**src/rtl/ccfl_pkg.sv**
```systemverilog
// Shared types, constants and helpers for the per-cell CFL number unit.
// Depends on nothing; every other file imports it.
package ccfl_pkg;

    localparam int DIMENSIONS    = 3;
    localparam int FRACTION_BITS = 16;
    localparam int QUOT_BITS     = 34;
    localparam int QUEUE_DEPTH   = 2;
    localparam int QPTR_W        = $clog2(QUEUE_DEPTH);
    localparam int IN_DATA_W     = 280;
    localparam int OUT_DATA_W    = 96;

    localparam logic [30:0] KMAX   = 31'h7FFF_FFFF;
    localparam logic [31:0] ONE_Q  = 32'd1 << FRACTION_BITS;

    localparam logic [1:0] KIND_CENTER   = 2'd0;
    localparam logic [1:0] KIND_FACE     = 2'd1;
    localparam logic [1:0] KIND_SOLUTION = 2'd2;
    localparam logic [1:0] KIND_UNKNOWN  = 2'd3;

    localparam logic CFG_TIME_STEP  = 1'b0;
    localparam logic CFG_TINY_VALUE = 1'b1;

    typedef struct packed {
        logic [1:0]       kind;
        logic [2:0][31:0] coord;
        logic [30:0]      density;
        logic [2:0][31:0] mom_abs;
        logic [31:0]      total_energy;
        logic [18:0]      heat_ratio;
        logic [19:0]      heat_less_one;   // gamma - 1, two's complement
    } ccfl_item_t;

    typedef struct packed {
        logic        start;
        logic        is_sqrt;
        logic [63:0] num;
        logic [31:0] den;
    } ccfl_iter_req_t;

    typedef struct packed {
        logic                 done;
        logic [QUOT_BITS-1:0] quot;
        logic                 ovf;
        logic                 dz;
        logic                 num_nz;
    } ccfl_iter_rsp_t;

    // Saturating unsigned quotient: {saturated, value}
    function automatic logic [31:0] sat_u31(input ccfl_iter_rsp_t r);
        logic [31:0] res;
        if (r.dz)
            res = {1'b1, (r.num_nz ? KMAX : 31'd0)};
        else if (r.ovf || (r.quot[QUOT_BITS-1:31] != '0))
            res = {1'b1, KMAX};
        else
            res = {1'b0, r.quot[30:0]};
        return res;
    endfunction

endpackage

```
**src/rtl/ccfl_front.sv**
```systemverilog
// Front end: accepts stream transactions, drops unknown kinds and
// precomputes magnitudes. Depends on ccfl_pkg.
module ccfl_front
    import ccfl_pkg::*;
(
    input  logic                 clk,
    input  logic                 rst_n,
    input  logic                 s_axis_tvalid,
    output logic                 s_axis_tready,
    // coord_x, coord_y, coord_z, density, momentum_x/y/z, total_energy, heat_ratio
    input  logic [IN_DATA_W-1:0] s_axis_tdata,
    // kind
    input  logic [1:0]           s_axis_tuser,
    output logic                 push,
    output ccfl_item_t           push_item,
    input  logic                 q_full
);

    logic       stage_vld_reg;
    ccfl_item_t stage_reg;
    ccfl_item_t item_in;
    logic       accept;
    logic [2:0][31:0] mom;

    assign mom[0] = s_axis_tdata[158:127];
    assign mom[1] = s_axis_tdata[190:159];
    assign mom[2] = s_axis_tdata[222:191];

    always_comb
    begin
        item_in.kind          = s_axis_tuser;
        item_in.coord[0]      = s_axis_tdata[31:0];
        item_in.coord[1]      = s_axis_tdata[63:32];
        item_in.coord[2]      = s_axis_tdata[95:64];
        item_in.density       = s_axis_tdata[126:96];
        for (int i = 0; i < 3; i++)
        begin
            item_in.mom_abs[i] = mom[i][31] ? (~mom[i] + 32'd1) : mom[i];
        end
        item_in.total_energy  = s_axis_tdata[254:223];
        item_in.heat_ratio    = s_axis_tdata[273:255];
        item_in.heat_less_one = {1'b0, s_axis_tdata[273:255]} - ONE_Q[19:0];
    end

    assign push          = stage_vld_reg && !q_full;
    assign s_axis_tready = !stage_vld_reg || !q_full;
    assign accept        = s_axis_tvalid && s_axis_tready;
    assign push_item     = stage_reg;

    always_ff @(posedge clk or negedge rst_n)
    begin
        if (!rst_n)
        begin
            stage_vld_reg <= 1'b0;
        end
        else
        begin
            if (accept && (s_axis_tuser != KIND_UNKNOWN))
                stage_vld_reg <= 1'b1;
            else if (push)
                stage_vld_reg <= 1'b0;
        end
    end

    always_ff @(posedge clk)
    begin
        if (accept && (s_axis_tuser != KIND_UNKNOWN))
            stage_reg <= item_in;
    end

endmodule

```
**config.mk**
```make
export PLATFORM = sky130hd
export DESIGN_NAME = ccfl_front
export DESIGN_NICKNAME = d
export VERILOG_FILES = /design/src/rtl/ccfl_pkg.sv /design/src/rtl/ccfl_front.sv
export SDC_FILE = /design/constraint.sdc
export NUM_CORES = 1
export LEC_CHECK = 0
export BUFFER_PORTS_ARGS = -buffer_cell sky130_fd_sc_hd__buf_2
export CAP_MARGIN = 20
export CORE_AREA = 3 3 224 226
export DETAILED_ROUTE_END_ITERATION = 10
export DIE_AREA = 0 0 227 229
export SETUP_SLACK_MARGIN = 0.02
export SLEW_MARGIN = 40
export SYNTH_ARGS = -nofsm -noshare
export SYNTH_HDL_FRONTEND = slang
export SYNTH_SLANG_ARGS = --single-unit
```
**constraint.sdc**
```tcl
create_clock -name clk -period 29.9 [get_ports clk]
set_input_delay 4.485 -clock clk [delete_from_list [all_inputs] [get_ports clk]]
set_output_delay 4.485 -clock clk [all_outputs]
set_load 0.02 [all_outputs]
```
# Yosys cells after proc, flatten, opt, wreduce, memory -nomap -nowiden
# Cells that the tools add are included.
[totals]
mem_bits_rw = 0
rom_bits = 0
output_inout_bits = 298
mem_count = 0
word_cells = 35
latchBits = 0
register_bits = 297
[classes]
multipliers = 0
bitwise_logic = 3
magnitude_cmp = 0
div_mod_pow = 0
n_eq_ne = 1
shifts = 0
add_sub_neg = 4
muxes = 5
reduce_logical = 7
[ops]
columns = ["cell", "n"]
rows = [
  ["32-bit by 1-bit adder with 32-bit output (second input constant)", 3],
  ["32-bit NOT", 3],
  ["31-bit 2-to-1 mux", 3],
  ["19-bit by 17-bit subtractor with 20-bit output (second input constant)", 1],
  ["1-bit logical AND", 3],
  ["1-bit logical NOT", 2],
  ["1-bit 2-to-1 mux", 2],
  ["2-bit != test (second input constant)", 1],
  ["2-bit nonzero test", 1],
  ["1-bit logical OR", 1],
]

# Depth between registers and ports, before layout
[depth]
depth_word = 5
mapped_depth = 6

# Worst setup path before layout
# No wires, ideal clock.
[synth_path]
kind = "input-to-reg"
from = "input s_axis_tuser[0]"
to = "register stage_reg (netlist bit push_item[100]), enable pin"
slack_ps = 10837
t_arrival_ps = 18048
n_path_buf = 0
setup_ps = 1015
cell_stages = 3
cell_sequence = "nand2_1 nand2_1 a21oi_1"
[synth_between]
elab_chain_len = 2
[synth_lines]
columns = ["element", "line", "text"]
rows = [
  ["start: declaration", "ccfl_front.sv:13", "input logic [1:0] s_axis_tuser,"],
  ["2-bit != test", "ccfl_front.sv:67", "if (accept && (s_axis_tuser != KIND_UNKNOWN))"],
  ["1-bit logical AND", "ccfl_front.sv:67", ""],
  ["end signal: assignment", "ccfl_front.sv:68", "stage_reg <= item_in;"],
  ["end: declaration", "ccfl_front.sv:20", "ccfl_item_t stage_reg;"],
]
# No other way between the ends.
# A chain may end at the register's enable or synchronous reset.

# Worst setup path in the final report
[layout_path]
from = "input q_full"
to = "output push"
[layout_between]
elab_chain_len = 2
[layout_lines]
columns = ["element", "line", "text"]
rows = [
  ["start: declaration", "ccfl_front.sv:16", "input logic q_full"],
  ["1-bit logical NOT", "ccfl_front.sv:45", "assign push = stage_vld_reg && !q_full;"],
  ["1-bit logical AND", "ccfl_front.sv:45", ""],
  ["end: declaration", "ccfl_front.sv:14", "output logic push,"],
]
# No other way between the ends.

==> out/metrics.yaml <==
status: "complete, no violations"
numCtsBuffers: 31
grt_pass1_wl_um: 48600
cap_violations: 0
synth_edf_count: 280
cp-end-kind: "primary output"
largest_register_ffs: 280
setup_viol: 0
slew_viol_final: 0
min_path_type: "reg2reg"
antenna_found_initial: 5
coreArea_um2: 48500
drc: 0
hpwl_um: 27100
drive_gt1_share_pct: 52.7
leakagePower_nw: 6.07
max-slew-margin-rel_pct: 51.4
synth_warnings: 0
worstPathArrival_ns: 4.91
start_util_pct: 22.4
path_max_fanout: 3
hold_violations: 0
holdPathStages: 2
ctsHoldBuffers: 0
powerDensity_nw_per_um2: 63.6
grt-ovfl-total: 0
required_ns: 25.42
cts_buffer_depth: 3
detail_route.wl_per_cell_um: 18.4
fin_ws_ns: 20.51
min_period_over_period_pct: 31.4
port_buffers: 577
dieArea_um2: 52000
wirelength_um: 34300
synth_common_cells: "edfxtp_1, xnor2_1, nand2_1"
fmax_ghz: 0.106
clk_pin_slew_worst_paths_ns: 0.06
netlist_area_um2: 10900
seq_area_um2: 8430
cp-start-kind: "input pin"
cts.sinks: 281
p_total_mw: 0.985
ys_ff_latch: 281
track_usage_pct: 12.3
htree_levels: 1
cts_resized: 0
skew_ns: 0.0122
worstMarginPinSlew_ns: 0.728
die_w_um: 227
syn_to_final_growth_pct: 42.3
vias: 7726
period_minus_slack_ns: 9.39
fill_cells: 4835
tns_ns: 0
grt_max_degree: 77
yosysTopAreaCell: "edfxtp_1"
synth_top_flop_cell: "edfxtp_1"
cts_tree: "done"
pre_cts_ws_ns: 20.51
ios: 584
multiInputGateArea_um2: 2230
vias_per_cell: 4.16
ys_seq_area_share_pct: 77.5
rsz0062_at_grt: "false"
cts-root-buf: "clkbuf_16"
synth_area_leaders: "edfxtp_1, xnor2_1, o31ai_1, nand2_1, o21ai_0"
synth_cells: 624
path_class: "in2out"
design_area_um2: 15500
fin_nets: 1503
die_y_um: 229
syn_nets: 917
async_reset_ff_share_pct: 0.356
yosysTopAreaCellShare_pct: 77.3
r2r_cells: 3
grt_pass1_vias: 7829
peakVddDrop_v: 0.0000371
drtIter0Drc: 354
yosysMostFrequentCell: "edfxtp_1"
synth.distinct_cells: 43
rows: 81
ant_nets: 0
syn_avg_cell_area_um2: 17.4
first_pass_iters: 4
place_area_um2: 14400
post_cts_buffers: 0
gp_congestion: 0.826
insertion_delay_ns: 0.57
fin_hold_ws_ns: 0.591
-- final cells by class --
| type | count | share of cell area, % |
|---|---|---|
| timing repair buffer | 582 | 19.0 |
| tap | 622 | 5.03 |
| inverter | 11 | 0.267 |
| multi-input combinational | 303 | 14.4 |
| antenna | 3 | 0.0485 |
| clock inverter | 19 | 1.61 |
| clock buffer | 38 | 5.18 |
| sequential | 281 | 54.5 |
-- stage by stage --
stage               util [%]  instances
global route            31.9       1857
detailed placement      29.7       1799
global placement        29.7       1798
finish                  31.9       1859
CTS                     31.9       1856
floorplan                  -        624
-- metal layers --
| layer | part of all wire, % | track usage (%) | up-vias |
|---|---|---|---|
| li1 | - | - | 3587 |
| met1 | 38 | 14.2 | 3740 |
| met2 | 50 | 21.4 | 332 |
| met3 | 9.3 | 4.41 | 63 |
| met4 | 2.5 | 3.24 | 4 |
| met5 | 0.070 | 0 | - |
-- worst max-delay path: stages --
cell     delay (ns)
buf_2          0.13
nor2b_1        0.11
buf_2          0.17
-- path summary, 6_finish.rpt --
| path | end | slack [ns] | startpoint |
|---|---|---|---|
| worst max-delay path | push | 20.51 | q_full |
| worst min-delay path | stage_vld_reg | 0.59 | stage_vld_reg |
| worst max register to register | push_item[158] | 27.33 | stage_vld_reg |
| worst min register to register | stage_vld_reg | 0.59 | stage_vld_reg |
| max in group asynchronous | stage_vld_reg | 26.12 | rst_n |
| min in group asynchronous | stage_vld_reg | 3.69 | rst_n |
-- kinds of logic (layout without fill, tap and decap cells) --
family	after synthesis	in the layout	share of synthesized area (%)
buffers and inverters	40	650	2.12
AOI/OAI and AO/OA	79	79	5.76
DFF	281	281	77.5
adders and majority gates	7	7	0.805
xor gates and xnor gates	88	88	7.08
other	0	3	0
and+or+nand+nor	129	129	6.72
-- layout by cell type, fill, tap and decap left out, types with 3 or more instances in the layout --
master / count
clkinv_2: 4
edfxtp_1: 280
o21ai_0: 27
buf_2: 577
nor4_1: 11
nor3_1: 8
o41ai_1: 14
bufinv_16: 6
nor2_1: 19
inv_6: 3
or3_1: 4
xnor2_1: 86
nand4b_1: 3
clkinv_1: 6
o41ai_2: 7
inv_1: 11
ha_1: 7
or4_1: 4
nand2b_1: 6
nor4b_1: 3
nor4_2: 4
nand3_1: 6
nand4_1: 8
clkbuf_1: 7
diode_2: 3
o31ai_1: 27
clkbuf_16: 31
nand2_1: 39
-- power breakdown --
| part | leakage [nW] | switching [mW] | total (mW) | internal [mW] |
|---|---|---|---|---|
| combinational | 2.90 | 0.0765 | 0.117 | 0.0410 |
| sequential | 2.65 | 0.00636 | 0.471 | 0.465 |
| clock | 0.514 | 0.155 | 0.397 | 0.242 |
Power figures use the tool's default switching activity.
