[config.mk]
export PLATFORM = sky130hd
export DESIGN_NAME = ccfl_back
export DESIGN_NICKNAME = d
export VERILOG_FILES = /design/src/rtl/ccfl_pkg.sv /design/src/rtl/ccfl_back.sv
export SDC_FILE = /design/constraint.sdc
export NUM_CORES = 2
export LEC_CHECK = 0
export BUFFER_PORTS_ARGS = -buffer_cell sky130_fd_sc_hd__clkbuf_2
export CORE_MARGIN = 1.5
export CORE_UTILIZATION = 63
export DETAILED_ROUTE_END_ITERATION = 8
export PLACE_DENSITY = 0.87
export SLEW_MARGIN = 10
export SYNTH_ARGS = -nofsm -noshare
export SYNTH_HDL_FRONTEND = slang
export SYNTH_SLANG_ARGS = --single-unit
[constraint.sdc]
create_clock -name clk -period 19.07 [get_ports clk]
set_input_delay 0.9535 -clock clk [delete_from_list [all_inputs] [get_ports clk]]
set_output_delay 0.9535 -clock clk [all_outputs]
set_load 0.03 [all_outputs]
[src/rtl/ccfl_pkg.sv]
// Shared types, constants and helpers for the per-cell CFL number unit.
// Depends on nothing; every other file imports it.
package ccfl_pkg;

    localparam int DIMENSIONS    = 3;
    localparam int FRACTION_BITS = 16;
    localparam int QUOT_BITS     = 34;
    localparam int QUEUE_DEPTH   = 2;
    localparam int QPTR_W        = $clog2(QUEUE_DEPTH);
    localparam int IN_DATA_W     = 280;
    localparam int OUT_DATA_W    = 96;

    localparam logic [30:0] KMAX   = 31'h7FFF_FFFF;
    localparam logic [31:0] ONE_Q  = 32'd1 << FRACTION_BITS;

    localparam logic [1:0] KIND_CENTER   = 2'd0;
    localparam logic [1:0] KIND_FACE     = 2'd1;
    localparam logic [1:0] KIND_SOLUTION = 2'd2;
    localparam logic [1:0] KIND_UNKNOWN  = 2'd3;

    localparam logic CFG_TIME_STEP  = 1'b0;
    localparam logic CFG_TINY_VALUE = 1'b1;

    typedef struct packed {
        logic [1:0]       kind;
        logic [2:0][31:0] coord;
        logic [30:0]      density;
        logic [2:0][31:0] mom_abs;
        logic [31:0]      total_energy;
        logic [18:0]      heat_ratio;
        logic [19:0]      heat_less_one;   // gamma - 1, two's complement
    } ccfl_item_t;

    typedef struct packed {
        logic        start;
        logic        is_sqrt;
        logic [63:0] num;
        logic [31:0] den;
    } ccfl_iter_req_t;

    typedef struct packed {
        logic                 done;
        logic [QUOT_BITS-1:0] quot;
        logic                 ovf;
        logic                 dz;
        logic                 num_nz;
    } ccfl_iter_rsp_t;

    // Saturating unsigned quotient: {saturated, value}
    function automatic logic [31:0] sat_u31(input ccfl_iter_rsp_t r);
        logic [31:0] res;
        if (r.dz)
            res = {1'b1, (r.num_nz ? KMAX : 31'd0)};
        else if (r.ovf || (r.quot[QUOT_BITS-1:31] != '0))
            res = {1'b1, KMAX};
        else
            res = {1'b0, r.quot[30:0]};
        return res;
    endfunction

endpackage

[src/rtl/ccfl_back.sv]
// Back end sequencer: face distances, pressure, wave speed, CFL and
// corrected energy over a shared multiplier and ccfl_iter. Depends on ccfl_pkg.
module ccfl_back
    import ccfl_pkg::*;
(
    input  logic                  clk,
    input  logic                  rst_n,
    input  logic                  cfg_we,
    input  logic [0:0]            cfg_index,
    input  logic [30:0]           cfg_data,
    input  ccfl_item_t            head,
    input  logic                  empty,
    output logic                  pop,
    output ccfl_iter_req_t        req,
    input  ccfl_iter_rsp_t        rsp,
    output logic                  m_axis_tvalid,
    input  logic                  m_axis_tready,
    // cfl, raw_cfl, corrected_energy, saturated
    output logic [OUT_DATA_W-1:0] m_axis_tdata
);

    localparam logic [4:0] ST_IDLE = 5'd0,  ST_SQ   = 5'd1,  ST_ACC  = 5'd2,
                           ST_WAIT = 5'd3,  ST_FMIN = 5'd4,  ST_KED  = 5'd5,
                           ST_PMUL = 5'd6,  ST_PR   = 5'd7,  ST_QMUL = 5'd8,
                           ST_QST  = 5'd9,  ST_QD   = 5'd10, ST_CD   = 5'd11,
                           ST_SD   = 5'd12, ST_UD   = 5'd13, ST_RMUL = 5'd14,
                           ST_RST  = 5'd15, ST_RD   = 5'd16, ST_TMUL = 5'd17,
                           ST_TST  = 5'd18, ST_TD   = 5'd19, ST_GD   = 5'd20,
                           ST_OUT  = 5'd21;

    localparam int PAD_Q = 64 - 31 - FRACTION_BITS;
    localparam int PAD_S = 64 - 32 - FRACTION_BITS;

    logic [4:0]       state_reg, state_next;
    logic [4:0]       ret_reg, ret_next;
    logic [1:0]       idx_reg, idx_next;
    logic             far_reg, far_next;
    logic             sat_reg, sat_next;
    logic             neg_reg, neg_next;
    ccfl_item_t       item_reg, item_next;
    logic [63:0]      acc_reg, acc_next;
    logic [65:0]      prod_reg, prod_next;
    logic [30:0]      ke_reg, ke_next;
    logic [30:0]      pr_reg, pr_next;
    logic [30:0]      q_reg, q_next;
    logic [30:0]      c_reg, c_next;
    logic [30:0]      ws_reg, ws_next;
    logic [30:0]      raw_reg, raw_next;
    logic [30:0]      cfl_reg, cfl_next;
    logic [31:0]      ce_reg, ce_next;
    logic [2:0][31:0] center_reg, center_next;
    logic [30:0]      min_reg, min_next;
    logic [30:0]      time_step_reg;
    logic [15:0]      tiny_reg;
    logic             out_vld_reg, out_vld_next;
    logic [OUT_DATA_W-1:0] out_data_reg, out_data_next;

    logic [32:0] mul_a, mul_b;
    logic [65:0] mul_p;
    logic [32:0] face_diff, face_abs;
    logic        face_far;
    logic [32:0] e_diff, e_abs;
    logic [19:0] ga1, ga1_abs;
    logic [31:0] tv, tv_abs;
    logic [31:0] dsat;
    logic [30:0] fd;
    logic [31:0] ws_sum;
    logic [32:0] term, pval;
    logic [36:0] prg, ce_wide;

    assign mul_p     = mul_a * mul_b;
    assign dsat      = sat_u31(rsp);
    assign face_diff = {center_reg[idx_reg][31], center_reg[idx_reg]}
                     - {item_reg.coord[idx_reg][31], item_reg.coord[idx_reg]};
    assign face_abs  = face_diff[32] ? (~face_diff + 33'd1) : face_diff;
    assign face_far  = face_abs > {2'b00, KMAX};
    assign e_diff    = {item_reg.total_energy[31], item_reg.total_energy} - {2'b00, ke_reg};
    assign e_abs     = e_diff[32] ? (~e_diff + 33'd1) : e_diff;
    assign ga1       = item_reg.heat_less_one;
    assign ga1_abs   = ga1[19] ? (~ga1 + 20'd1) : ga1;
    assign tv        = {1'b0, raw_reg} - ONE_Q;
    assign tv_abs    = tv[31] ? (~tv + 32'd1) : tv;
    assign fd        = far_reg ? KMAX
                     : ((rsp.quot[QUOT_BITS-1:31] != '0) ? KMAX : rsp.quot[30:0]);

    always_comb
    begin
        state_next    = state_reg;
        ret_next      = ret_reg;
        idx_next      = idx_reg;
        far_next      = far_reg;
        sat_next      = sat_reg;
        neg_next      = neg_reg;
        item_next     = item_reg;
        acc_next      = acc_reg;
        prod_next     = prod_reg;
        ke_next       = ke_reg;
        pr_next       = pr_reg;
        q_next        = q_reg;
        c_next        = c_reg;
        ws_next       = ws_reg;
        raw_next      = raw_reg;
        cfl_next      = cfl_reg;
        ce_next       = ce_reg;
        center_next   = center_reg;
        min_next      = min_reg;
        out_data_next = out_data_reg;
        out_vld_next  = out_vld_reg && !m_axis_tready;
        pop           = 1'b0;
        req           = '0;
        mul_a         = '0;
        mul_b         = '0;
        ws_sum        = {1'b0, c_reg} + {1'b0, rsp.quot[30:0]};
        term          = '0;
        pval          = '0;
        prg           = '0;
        ce_wide       = '0;

        unique case (state_reg)
            ST_IDLE:
            begin
                if (!empty)
                begin
                    pop = 1'b1;
                    if (head.kind == KIND_CENTER)
                    begin
                        center_next = head.coord;
                        min_next    = KMAX;
                    end
                    else
                    begin
                        item_next  = head;
                        idx_next   = '0;
                        acc_next   = '0;
                        far_next   = 1'b0;
                        sat_next   = 1'b0;
                        state_next = ST_SQ;
                    end
                end
            end
            ST_SQ:
            begin
                if (item_reg.kind == KIND_FACE)
                begin
                    mul_a = face_far ? 33'd0 : face_abs;
                    mul_b = face_abs;
                    if (face_far)
                        far_next = 1'b1;
                end
                else
                begin
                    mul_a = {1'b0, item_reg.mom_abs[idx_reg]};
                    mul_b = {1'b0, item_reg.mom_abs[idx_reg]};
                end
                prod_next  = mul_p;
                state_next = ST_ACC;
            end
            ST_ACC:
            begin
                acc_next = acc_reg + prod_reg[63:0];
                if (idx_reg == 2'(DIMENSIONS - 1))
                begin
                    req.start  = 1'b1;
                    req.num    = acc_next;
                    state_next = ST_WAIT;
                    if (item_reg.kind == KIND_FACE)
                    begin
                        req.is_sqrt = 1'b1;
                        ret_next    = ST_FMIN;
                    end
                    else
                    begin
                        req.den  = {item_reg.density, 1'b0};
                        ret_next = ST_KED;
                    end
                end
                else
                begin
                    idx_next   = idx_reg + 2'd1;
                    state_next = ST_SQ;
                end
            end
            ST_WAIT:
            begin
                if (rsp.done)
                    state_next = ret_reg;
            end
            ST_FMIN:
            begin
                if (fd < min_reg)
                    min_next = fd;
                state_next = ST_IDLE;
            end
            ST_KED:
            begin
                ke_next    = dsat[30:0];
                sat_next   = sat_reg | dsat[31];
                state_next = ST_PMUL;
            end
            ST_PMUL:
            begin
                mul_a      = {13'd0, ga1_abs};
                mul_b      = e_abs;
                prod_next  = mul_p;
                neg_next   = ga1[19] ^ e_diff[32];
                state_next = ST_PR;
            end
            ST_PR:
            begin
                if (!neg_reg && (prod_reg != '0))
                begin
                    if (prod_reg[65:FRACTION_BITS+31] != '0)
                    begin
                        pr_next  = KMAX;
                        sat_next = 1'b1;
                    end
                    else
                    begin
                        pr_next = prod_reg[FRACTION_BITS+30:FRACTION_BITS];
                    end
                end
                else
                begin
                    pr_next = '0;
                end
                state_next = ST_QMUL;
            end
            ST_QMUL:
            begin
                mul_a      = {14'd0, item_reg.heat_ratio};
                mul_b      = {2'b00, pr_reg};
                prod_next  = mul_p;
                state_next = ST_QST;
            end
            ST_QST:
            begin
                req.start  = 1'b1;
                req.num    = prod_reg[63:0];
                req.den    = {1'b0, item_reg.density};
                ret_next   = ST_QD;
                state_next = ST_WAIT;
            end
            ST_QD:
            begin
                q_next      = dsat[30:0];
                sat_next    = sat_reg | dsat[31];
                req.start   = 1'b1;
                req.is_sqrt = 1'b1;
                req.num     = {{PAD_Q{1'b0}}, dsat[30:0], {FRACTION_BITS{1'b0}}};
                ret_next    = ST_CD;
                state_next  = ST_WAIT;
            end
            ST_CD:
            begin
                // zero density: sound speed follows the saturated quotient
                c_next      = (item_reg.density == '0) ? q_reg : rsp.quot[30:0];
                req.start   = 1'b1;
                req.is_sqrt = 1'b1;
                req.num     = acc_reg;
                ret_next    = ST_SD;
                state_next  = ST_WAIT;
            end
            ST_SD:
            begin
                req.start  = 1'b1;
                req.num    = {{PAD_S{1'b0}}, rsp.quot[31:0], {FRACTION_BITS{1'b0}}};
                req.den    = {1'b0, item_reg.density};
                ret_next   = ST_UD;
                state_next = ST_WAIT;
            end
            ST_UD:
            begin
                ws_sum   = {1'b0, c_reg} + {1'b0, dsat[30:0]};
                sat_next = sat_reg | dsat[31] | ws_sum[31];
                ws_next  = ws_sum[31] ? KMAX : ws_sum[30:0];
                state_next = ST_RMUL;
            end
            ST_RMUL:
            begin
                mul_a      = {3'd0, time_step_reg[30:1]};
                mul_b      = {2'b00, ws_reg};
                prod_next  = mul_p;
                state_next = ST_RST;
            end
            ST_RST:
            begin
                req.start  = 1'b1;
                req.num    = prod_reg[63:0];
                req.den    = {1'b0, min_reg};
                ret_next   = ST_RD;
                state_next = ST_WAIT;
            end
            ST_RD:
            begin
                raw_next   = dsat[30:0];
                sat_next   = sat_reg | dsat[31];
                state_next = ST_TMUL;
            end
            ST_TMUL:
            begin
                mul_a      = {1'b0, tv_abs};
                mul_b      = {2'b00, pr_reg};
                prod_next  = mul_p;
                neg_next   = tv[31];
                state_next = ST_TST;
            end
            ST_TST:
            begin
                req.start  = 1'b1;
                req.num    = prod_reg[63:0];
                req.den    = {1'b0, pr_reg} + {16'd0, tiny_reg};
                ret_next   = ST_TD;
                state_next = ST_WAIT;
            end
            ST_TD:
            begin
                // zero divisor leaves the correction term at zero
                term = rsp.dz ? 33'd0 : {2'b00, rsp.quot[30:0]};
                if (neg_reg)
                    term = ~term + 33'd1;
                pval = term + {1'b0, ONE_Q};
                if (pval[32])
                    cfl_next = '0;
                else if (pval[31])
                begin
                    cfl_next = KMAX;
                    sat_next = 1'b1;
                end
                else
                    cfl_next = pval[30:0];
                neg_next   = ga1[19];
                req.start  = 1'b1;
                req.num    = {{PAD_Q{1'b0}}, pr_reg, {FRACTION_BITS{1'b0}}};
                req.den    = {12'd0, ga1_abs};
                ret_next   = ST_GD;
                state_next = ST_WAIT;
            end
            ST_GD:
            begin
                if (rsp.ovf && !rsp.dz)
                begin
                    sat_next = 1'b1;
                    ce_next  = neg_reg ? 32'h8000_0000 : 32'h7FFF_FFFF;
                end
                else
                begin
                    if (rsp.dz)
                    begin
                        sat_next = 1'b1;
                        prg = rsp.num_nz ? {6'd0, KMAX} : 37'd0;
                    end
                    else
                    begin
                        prg = {3'd0, rsp.quot};
                        if (neg_reg)
                            prg = ~prg + 37'd1;
                    end
                    ce_wide = prg + {6'd0, ke_reg} + {21'd0, tiny_reg};
                    if ((ce_wide[36:31] == 6'h00) || (ce_wide[36:31] == 6'h3F))
                        ce_next = ce_wide[31:0];
                    else
                    begin
                        sat_next = 1'b1;
                        ce_next  = ce_wide[36] ? 32'h8000_0000 : 32'h7FFF_FFFF;
                    end
                end
                state_next = ST_OUT;
            end
            ST_OUT:
            begin
                if (!out_vld_reg || m_axis_tready)
                begin
                    out_vld_next  = 1'b1;
                    out_data_next = {1'b0, sat_reg, ce_reg, raw_reg, cfl_reg};
                    state_next    = ST_IDLE;
                end
            end
            default:
            begin
                state_next = ST_IDLE;
            end
        endcase
    end

    assign m_axis_tvalid = out_vld_reg;
    assign m_axis_tdata  = out_data_reg;

    always_ff @(posedge clk or negedge rst_n)
    begin
        if (!rst_n)
        begin
            state_reg     <= ST_IDLE;
            out_vld_reg   <= 1'b0;
            center_reg    <= '0;
            min_reg       <= KMAX;
            time_step_reg <= '0;
            tiny_reg      <= 16'd1;
        end
        else
        begin
            state_reg   <= state_next;
            out_vld_reg <= out_vld_next;
            center_reg  <= center_next;
            min_reg     <= min_next;
            if (cfg_we)
            begin
                case (cfg_index)
                    CFG_TIME_STEP:  time_step_reg <= cfg_data;
                    CFG_TINY_VALUE: tiny_reg      <= cfg_data[15:0];
                    default:        ;
                endcase
            end
        end
    end

    always_ff @(posedge clk)
    begin
        ret_reg      <= ret_next;
        idx_reg      <= idx_next;
        far_reg      <= far_next;
        sat_reg      <= sat_next;
        neg_reg      <= neg_next;
        item_reg     <= item_next;
        acc_reg      <= acc_next;
        prod_reg     <= prod_next;
        ke_reg       <= ke_next;
        pr_reg       <= pr_next;
        q_reg        <= q_next;
        c_reg        <= c_next;
        ws_reg       <= ws_next;
        raw_reg      <= raw_next;
        cfl_reg      <= cfl_next;
        ce_reg       <= ce_next;
        out_data_reg <= out_data_next;
    end

endmodule

## Word-level counts from Yosys, hierarchy flattened

Cells that the tools add are included.

- $add $sub $neg: 16
- Muxes and demuxes: 80
- Shift-type cells: 0
- Order comparisons: 3
- Bitwise logic cells: 12
- Eq/ne operators: 39
- Multiply operators: 1
- Reduce and logical (&&, ||, !) cells: 42
- Divide/modulo/power cells: 0

Operators with widths:

| kind | count |
|---|---|
| one-hot mux 64 bit (6 select lines) | 1 |
| two-way mux 32 bit | 11 |
| two-way mux 31 bit | 11 |
| two-way mux 33 bit | 7 |
| binary-select mux 32 bit (select 2 bit) | 3 |
| one-hot mux 33 bit (5 select lines) | 1 |
| one-hot mux 32 bit (5 select lines) | 1 |
| two-way mux 37 bit | 4 |
| one-hot mux 33 bit (4 select lines) | 1 |
| two-way mux 64 bit | 2 |
| one-hot mux 64 bit (2 select lines) | 1 |
| adder 33 x 1 -> 33 bit (second input constant) | 3 |
| two-way mux 98 bit | 1 |
| one-hot mux 5 bit (15 select lines) | 1 |
| multiplier 33 x 33 -> 66 bit | 1 |
| NOT 33 bit | 2 |
| nonzero test 66 bit | 1 |
| subtractor 32 x 32 -> 33 bit | 2 |
| adder 64 bit | 1 |
| one-hot mux 31 bit (2 select lines) | 1 |
| == test 5 x 4 -> 1 bit (second input constant) | 8 |
| one-hot mux 5 bit (8 select lines) | 1 |
| adder 37 x 1 -> 37 bit (second input constant) | 1 |
| adder 37 x 16 -> 37 bit | 1 |
| 56 further kinds | 126 |

- Memories kept: 0
- Output and inout bits: 196
- Bits in read-only memories: 0
- Bits in latches: 0
- Logic and storage cells: 228
- Input bits: 371
- Register bits: 960
- RAM bits: 0

## Depth between registers and ports, before layout

- Word-level depth: 13
- Mapped depth: 55
- Mapped depth without buffers: 46

## Worst setup path before layout

Ideal clock, no wire load.

- Path kind: reg2reg
- From: reg idx_reg[1]
- To: reg prod_reg[59] (data pin)
- Arrival: 13.182 ns
- Setup time: 0.259 ns
- Required time: 18.811 ns
- Period minus slack after synthesis: 13.441 ns
- Path buffers: 8
- Cell stages (with the launch flop): 53
- Slack: 5.629 ns
- Cells stage by stage: edfxtp_1 > clkbuf_1 > buf_1 > clkbuf_1 > clkbuf_1 > buf_1 > mux2i_1 > nor2_1 > a21oi_1 > ha_1 > inv_1 > fa_1 > a211oi_2 > o21ai_1 > and4b_1 > or2_1 > o211ai_2 > nand3_1 > [17 not listed] > fa_1 > fa_1 > inv_1 > fa_1 > inv_1 > ha_1 > a21o_1 > a21o_1 > a21o_1 > a211oi_1 > o21ai_0 > a21oi_1 > a21oi_1 > o21a_1 > a221oi_1 > o21ai_0 > a31oi_1 > xnor2_1

- Cells in the longest elaborated chain, start to end: 11
- Elaborated cells on any way between the ends: 17
- Those cells by class: 2 x add/sub; 1 x mul; 1 x order compare; 12 x mux; 1 x bitwise

RTL lines:

| what | line | source |
|---|---|---|
| start, declared | ccfl_back.sv:36 | `logic [1:0] idx_reg, idx_next;` |
| start signal, assigned | ccfl_back.sv:419 | `idx_reg <= idx_next;` |
| binary-select mux 32 bit (select 2 bit), on equally long branches | ccfl_back.sv:73, ccfl_back.sv:74 |  |
| two-way mux 32 bit, on equally long branches | ccfl_back.sv:73, ccfl_back.sv:74 |  |
| subtractor 32 x 32 -> 33 bit | ccfl_back.sv:74 | `- {item_reg.coord[idx_reg][31], item_reg.coord[idx_reg]};` |
| NOT 33 bit | ccfl_back.sv:75 | `assign face_abs = face_diff[32] ? (~face_diff + 33'd1) : face_diff;` |
| adder 33 x 1 -> 33 bit | ccfl_back.sv:75 |  |
| two-way mux 33 bit | ccfl_back.sv:75 |  |
| greater-than comparator 33 x 31 -> 1 bit | ccfl_back.sv:76 | `assign face_far = face_abs > {2'b00, KMAX};` |
| two-way mux 33 bit | ccfl_back.sv:145 | `mul_a = face_far ? 33'd0 : face_abs;` |
| two-way mux 33 bit | ccfl_back.sv:143 | `if (item_reg.kind == KIND_FACE)` |
| one-hot mux 33 bit (5 select lines) | ccfl_back.sv:119 | `unique case (state_reg)` |
| multiplier 33 x 33 -> 66 bit (*) | ccfl_back.sv:71 | `assign mul_p = mul_a * mul_b;` |
| net mul_p[59] | ccfl_back.sv:59 | `logic [65:0] mul_p;` |
| end signal, assigned | ccfl_back.sv:425 | `prod_reg <= prod_next;` |
| end, declared | ccfl_back.sv:42 | `logic [65:0] prod_reg, prod_next;` |

Mark *: on every way through the listed nets, which the timed path passes. The rest lies on a longest branch. The select of a mux whose other input is x is not followed.
A chain may end at the register's enable or synchronous reset.

## Final worst setup path

- From: reg idx_reg[0]
- To: reg prod_reg[59] (data pin)

Same word-level chain as after synthesis.

==> flow_metrics.tcl <==
set metrics [dict create \
    crit_slowest_cell "o22ai_1" \
    setup_viol 0 \
    outcome "complete, but fails checks" \
    grt_use_total_pct 48.35 \
    largest_register_ffs 276 \
    numCtsBuffers 101 \
    antenna_found_initial 49 \
    avgSynthCellArea_um2 9.913 \
    nets 11459 \
    ys_seq_elements 959 \
    grt_pass1_vias 77899 \
    grt_max_degree 92 \
    clock_sinks 959 \
    h-tree-depth 3 \
    core_region_area_um2 143500 \
    ios 567 \
    routed_via_density 6.692 \
    max_stage_delay_ns 1.09 \
    wl_per_cell_um 30.79 \
    drv_slew 0 \
    grt_remaining_overflow 0 \
    synth_edf_count 780 \
    pwr-share-comb_pct 72.6 \
    min_path_type "input port to asynchronous set/reset pin" \
    post-route-util_pct 69.32 \
    use_met2_pct 71.17 \
    path_depth 44 \
    layout_common_cells "1232 x inv_1, 980 x fa_1, 925 x nand2_1" \
    maxSlewHeadroom_pct 3.411 \
    drtIter0Drc 10628 \
    crit_buf_inv 7 \
    use_met1_pct 58.01 \
    drtAntennaViolNets 0 \
    cts_buffer_depth 3 \
    drc 17 \
    p_int_mw 8.984 \
    dp_hpwl_um 277300 \
    cts-root-buf "clkbuf_16" \
    clock_skew_ns 0.06667 \
    critPathKind "flip-flop to flip-flop" \
    seqPwrFrac_pct 17.0 \
    grt_setup_unrepaired "no" \
    syn_inst 9183 \
    path_common_cell "fa_1" \
    syn2layout_area_growth_pct 9.258 \
    startpoint "idx_reg[0]" \
    rows 139 \
    io_buffers 565 \
    min_period_ns 15.88 \
    place.gp.congestion 1.079 \
    rr_worst_depth 44 \
    finalSetupTns_ns 0 \
    path_delay_family "compound AO/OA/AOI/OAI gates" \
    drt_first_pass_iters 9 \
    use_met3_pct 18.19 \
    grt_pass1_wl_um 513500 \
    reg2reg_from "idx_reg[0]" \
    maxCapViolCount 0 \
    violations "DRC" \
    yosysSeqAreaShare_pct 30.69 \
    power_frac_clock_pct 10.4 \
    critPathCaptureType "flip-flop" \
    cts_resized 0 \
    ys_warn_count 0 \
    die-area_um2 146800 \
    p_leak_nw 43.63 \
    fin_crit_sh_pct 83.27 \
    mostFrequentLayoutCell "inv_1" \
    ir_worst_vdd_mv 0.3321 \
    fp.dieW_um 383.1 \
    swShare_pct 55.46 \
    fp.dieH_um 383.1 \
    layout-drive-gt1-share_pct 13.50 \
    async_reset_ff_share_pct 18.67 \
    initial_core_util_pct 63.45 \
    r2r_end "prod_reg[59]" \
    worst_pin_slew_ns 1.449 \
    clkLatencyLatePin_ns 0.78 \
    fmax_mhz 62.97 \
    p_per_area_nw_per_um2 202.8 \
    r2r_slack_ns 3.19 \
    top_usage_layer "met2" \
    wirelength_um 357200 \
    arrival_ns 16.37 \
    finalHoldViolCount 0 \
    holdBufCountCts 0 \
    cp.required_ns 19.56 \
    ys_dominant_reg_cell "edfxtp_1" \
    fillCellCount 10735 \
    path_clk_slew_ns 0.07 \
    vias 77636 \
    mappedNetlistArea_um2 91030 \
    startpoint_type "flip-flop" \
    critical_path.max_fanout 82 \
    synth_cell_types 114 \
    switchingPower_mw 11.19 \
    cts_tree "done" \
    cts_setup_buffers 0 \
]
-- worst reg2reg max path, delay by kind of cell, from the launching register on --
kind / cells / cell delay (ns)
AOI/OAI and AO/OA: 17 / 5.86
xor gates and xnor gates: 3 / 0.51
adders and majority gates: 11 / 5.03
buffers and inverters: 7 / 1.70
DFF: 1 / 0.35
and+or+nand+nor: 6 / 2.21
-- cell usage after synthesis, types with 21 or more instances --
library cell  instances  area [µm²]
inv_1              1234        4632
fa_1                980       19620
nand2_1             930        3491
nor2_1              908        3408
edfxtp_1            780       23420
ha_1                524        6556
a21oi_1             428        2142
o21ai_0             349        1747
clkbuf_1            325        1220
xnor2_1             222        1944
a21o_1              210        1577
mux2_2              187        2106
xor2_1              162        1419
dfrtp_1             147        3679
mux2i_1             129        1291
nand2b_1             98       613.1
nand3_1              89       445.4
buf_2                84       420.4
o21a_1               84       630.6
a222oi_1             72       720.7
nor3_1               69       345.3
nand4_1              66       412.9
o2111ai_1            61       534.3
o211ai_1             61       457.9
nor2b_1              57       356.6
a22oi_1              52       390.4
nor4_1               50       312.8
or3_1                47       294.0
a31oi_1              46       287.8
and3_1               46       287.8
and2_1               45       281.5
o21bai_1             42       315.3
a211oi_1             39       292.8
buf_1                36       135.1
o31ai_1              34       255.2
dfstp_2              32       840.8
a21oi_2              27       236.5
or2_2                27       168.9
a221oi_1             22       192.7
a211o_1              21       183.9
-- through the flow --
stage / std cells / power [mW] / hold WS (ns) / worst slack, ns / area (µm²)
floorplan: 9227 / 12.65 / 0.4003 / 5.629 / 91200
detailed placement: 11383 / 17.39 / 0.4045 / 3.844 / 95900
global route: 11587 / 21.10 / 0.1983 / 2.738 / 99420
finish: 11602 / 20.17 / 0.1697 / 3.191 / 99460
global placement: 11382 / 17.15 / 0.4009 / 3.876 / 95880
CTS: 11572 / 19.57 / 0.1865 / 3.751 / 99370
-- how the worst max path moves through the flow --
stage                              end  slack, ns
final                     prod_reg[59]       3.19
after global routing      prod_reg[59]       2.74
after CTS                 prod_reg[59]       3.75
after detailed placement  prod_reg[59]       3.84
after global placement    prod_reg[59]       3.88
after floorplan           prod_reg[59]       5.63
-- power groups by stage --
stage | sequential (mW) | combinational [mW] | clock (mW)
3_3_place_gp | 3.41 | 13.7 | 0
3_5_place_dp | 3.44 | 14.0 | 0
5_1_grt | 3.44 | 15.5 | 2.17
6_report | 3.43 | 14.6 | 2.10
2_1_floorplan | 3.29 | 9.36 | 0
4_1_cts | 3.40 | 14.1 | 2.10
-- logic make-up after synthesis --
family	count (synthesis)	synth area share, %
buffers and inverters	1707	7.344
other	2	0.008250
AO/OA/AOI/OAI	1787	13.45
flip-flops	959	30.69
adder cells (fa/ha/maj)	1504	28.75
AND/OR/NAND/NOR	2522	12.30
multiplexers	318	3.765
XOR/XNOR	384	3.694
-- per-layer routing --
metal  routed length (µm)  vias up
li1                     -    31958
met4                32760       40
met5                  415        -
met1               119500    37717
met2               152600     6179
met3                51990     1742
-- area by class of cell --
cell class / count / area (µm²) / area share (%)
Antenna cell: 29 / 72.57 / 0.07296
Clock buffer: 122 / 2668 / 2.682
Clock inverter: 67 / 795.8 / 0.8001
Inverter: 1236 / 4647 / 4.672
Multi-Input combinational cell: 6561 / 56900 / 57.21
Sequential cell: 959 / 27940 / 28.09
Tap cell: 1903 / 2381 / 2.394
Timing Repair Buffer: 725 / 4053 / 4.075
(Power assumes the default switching activity.)
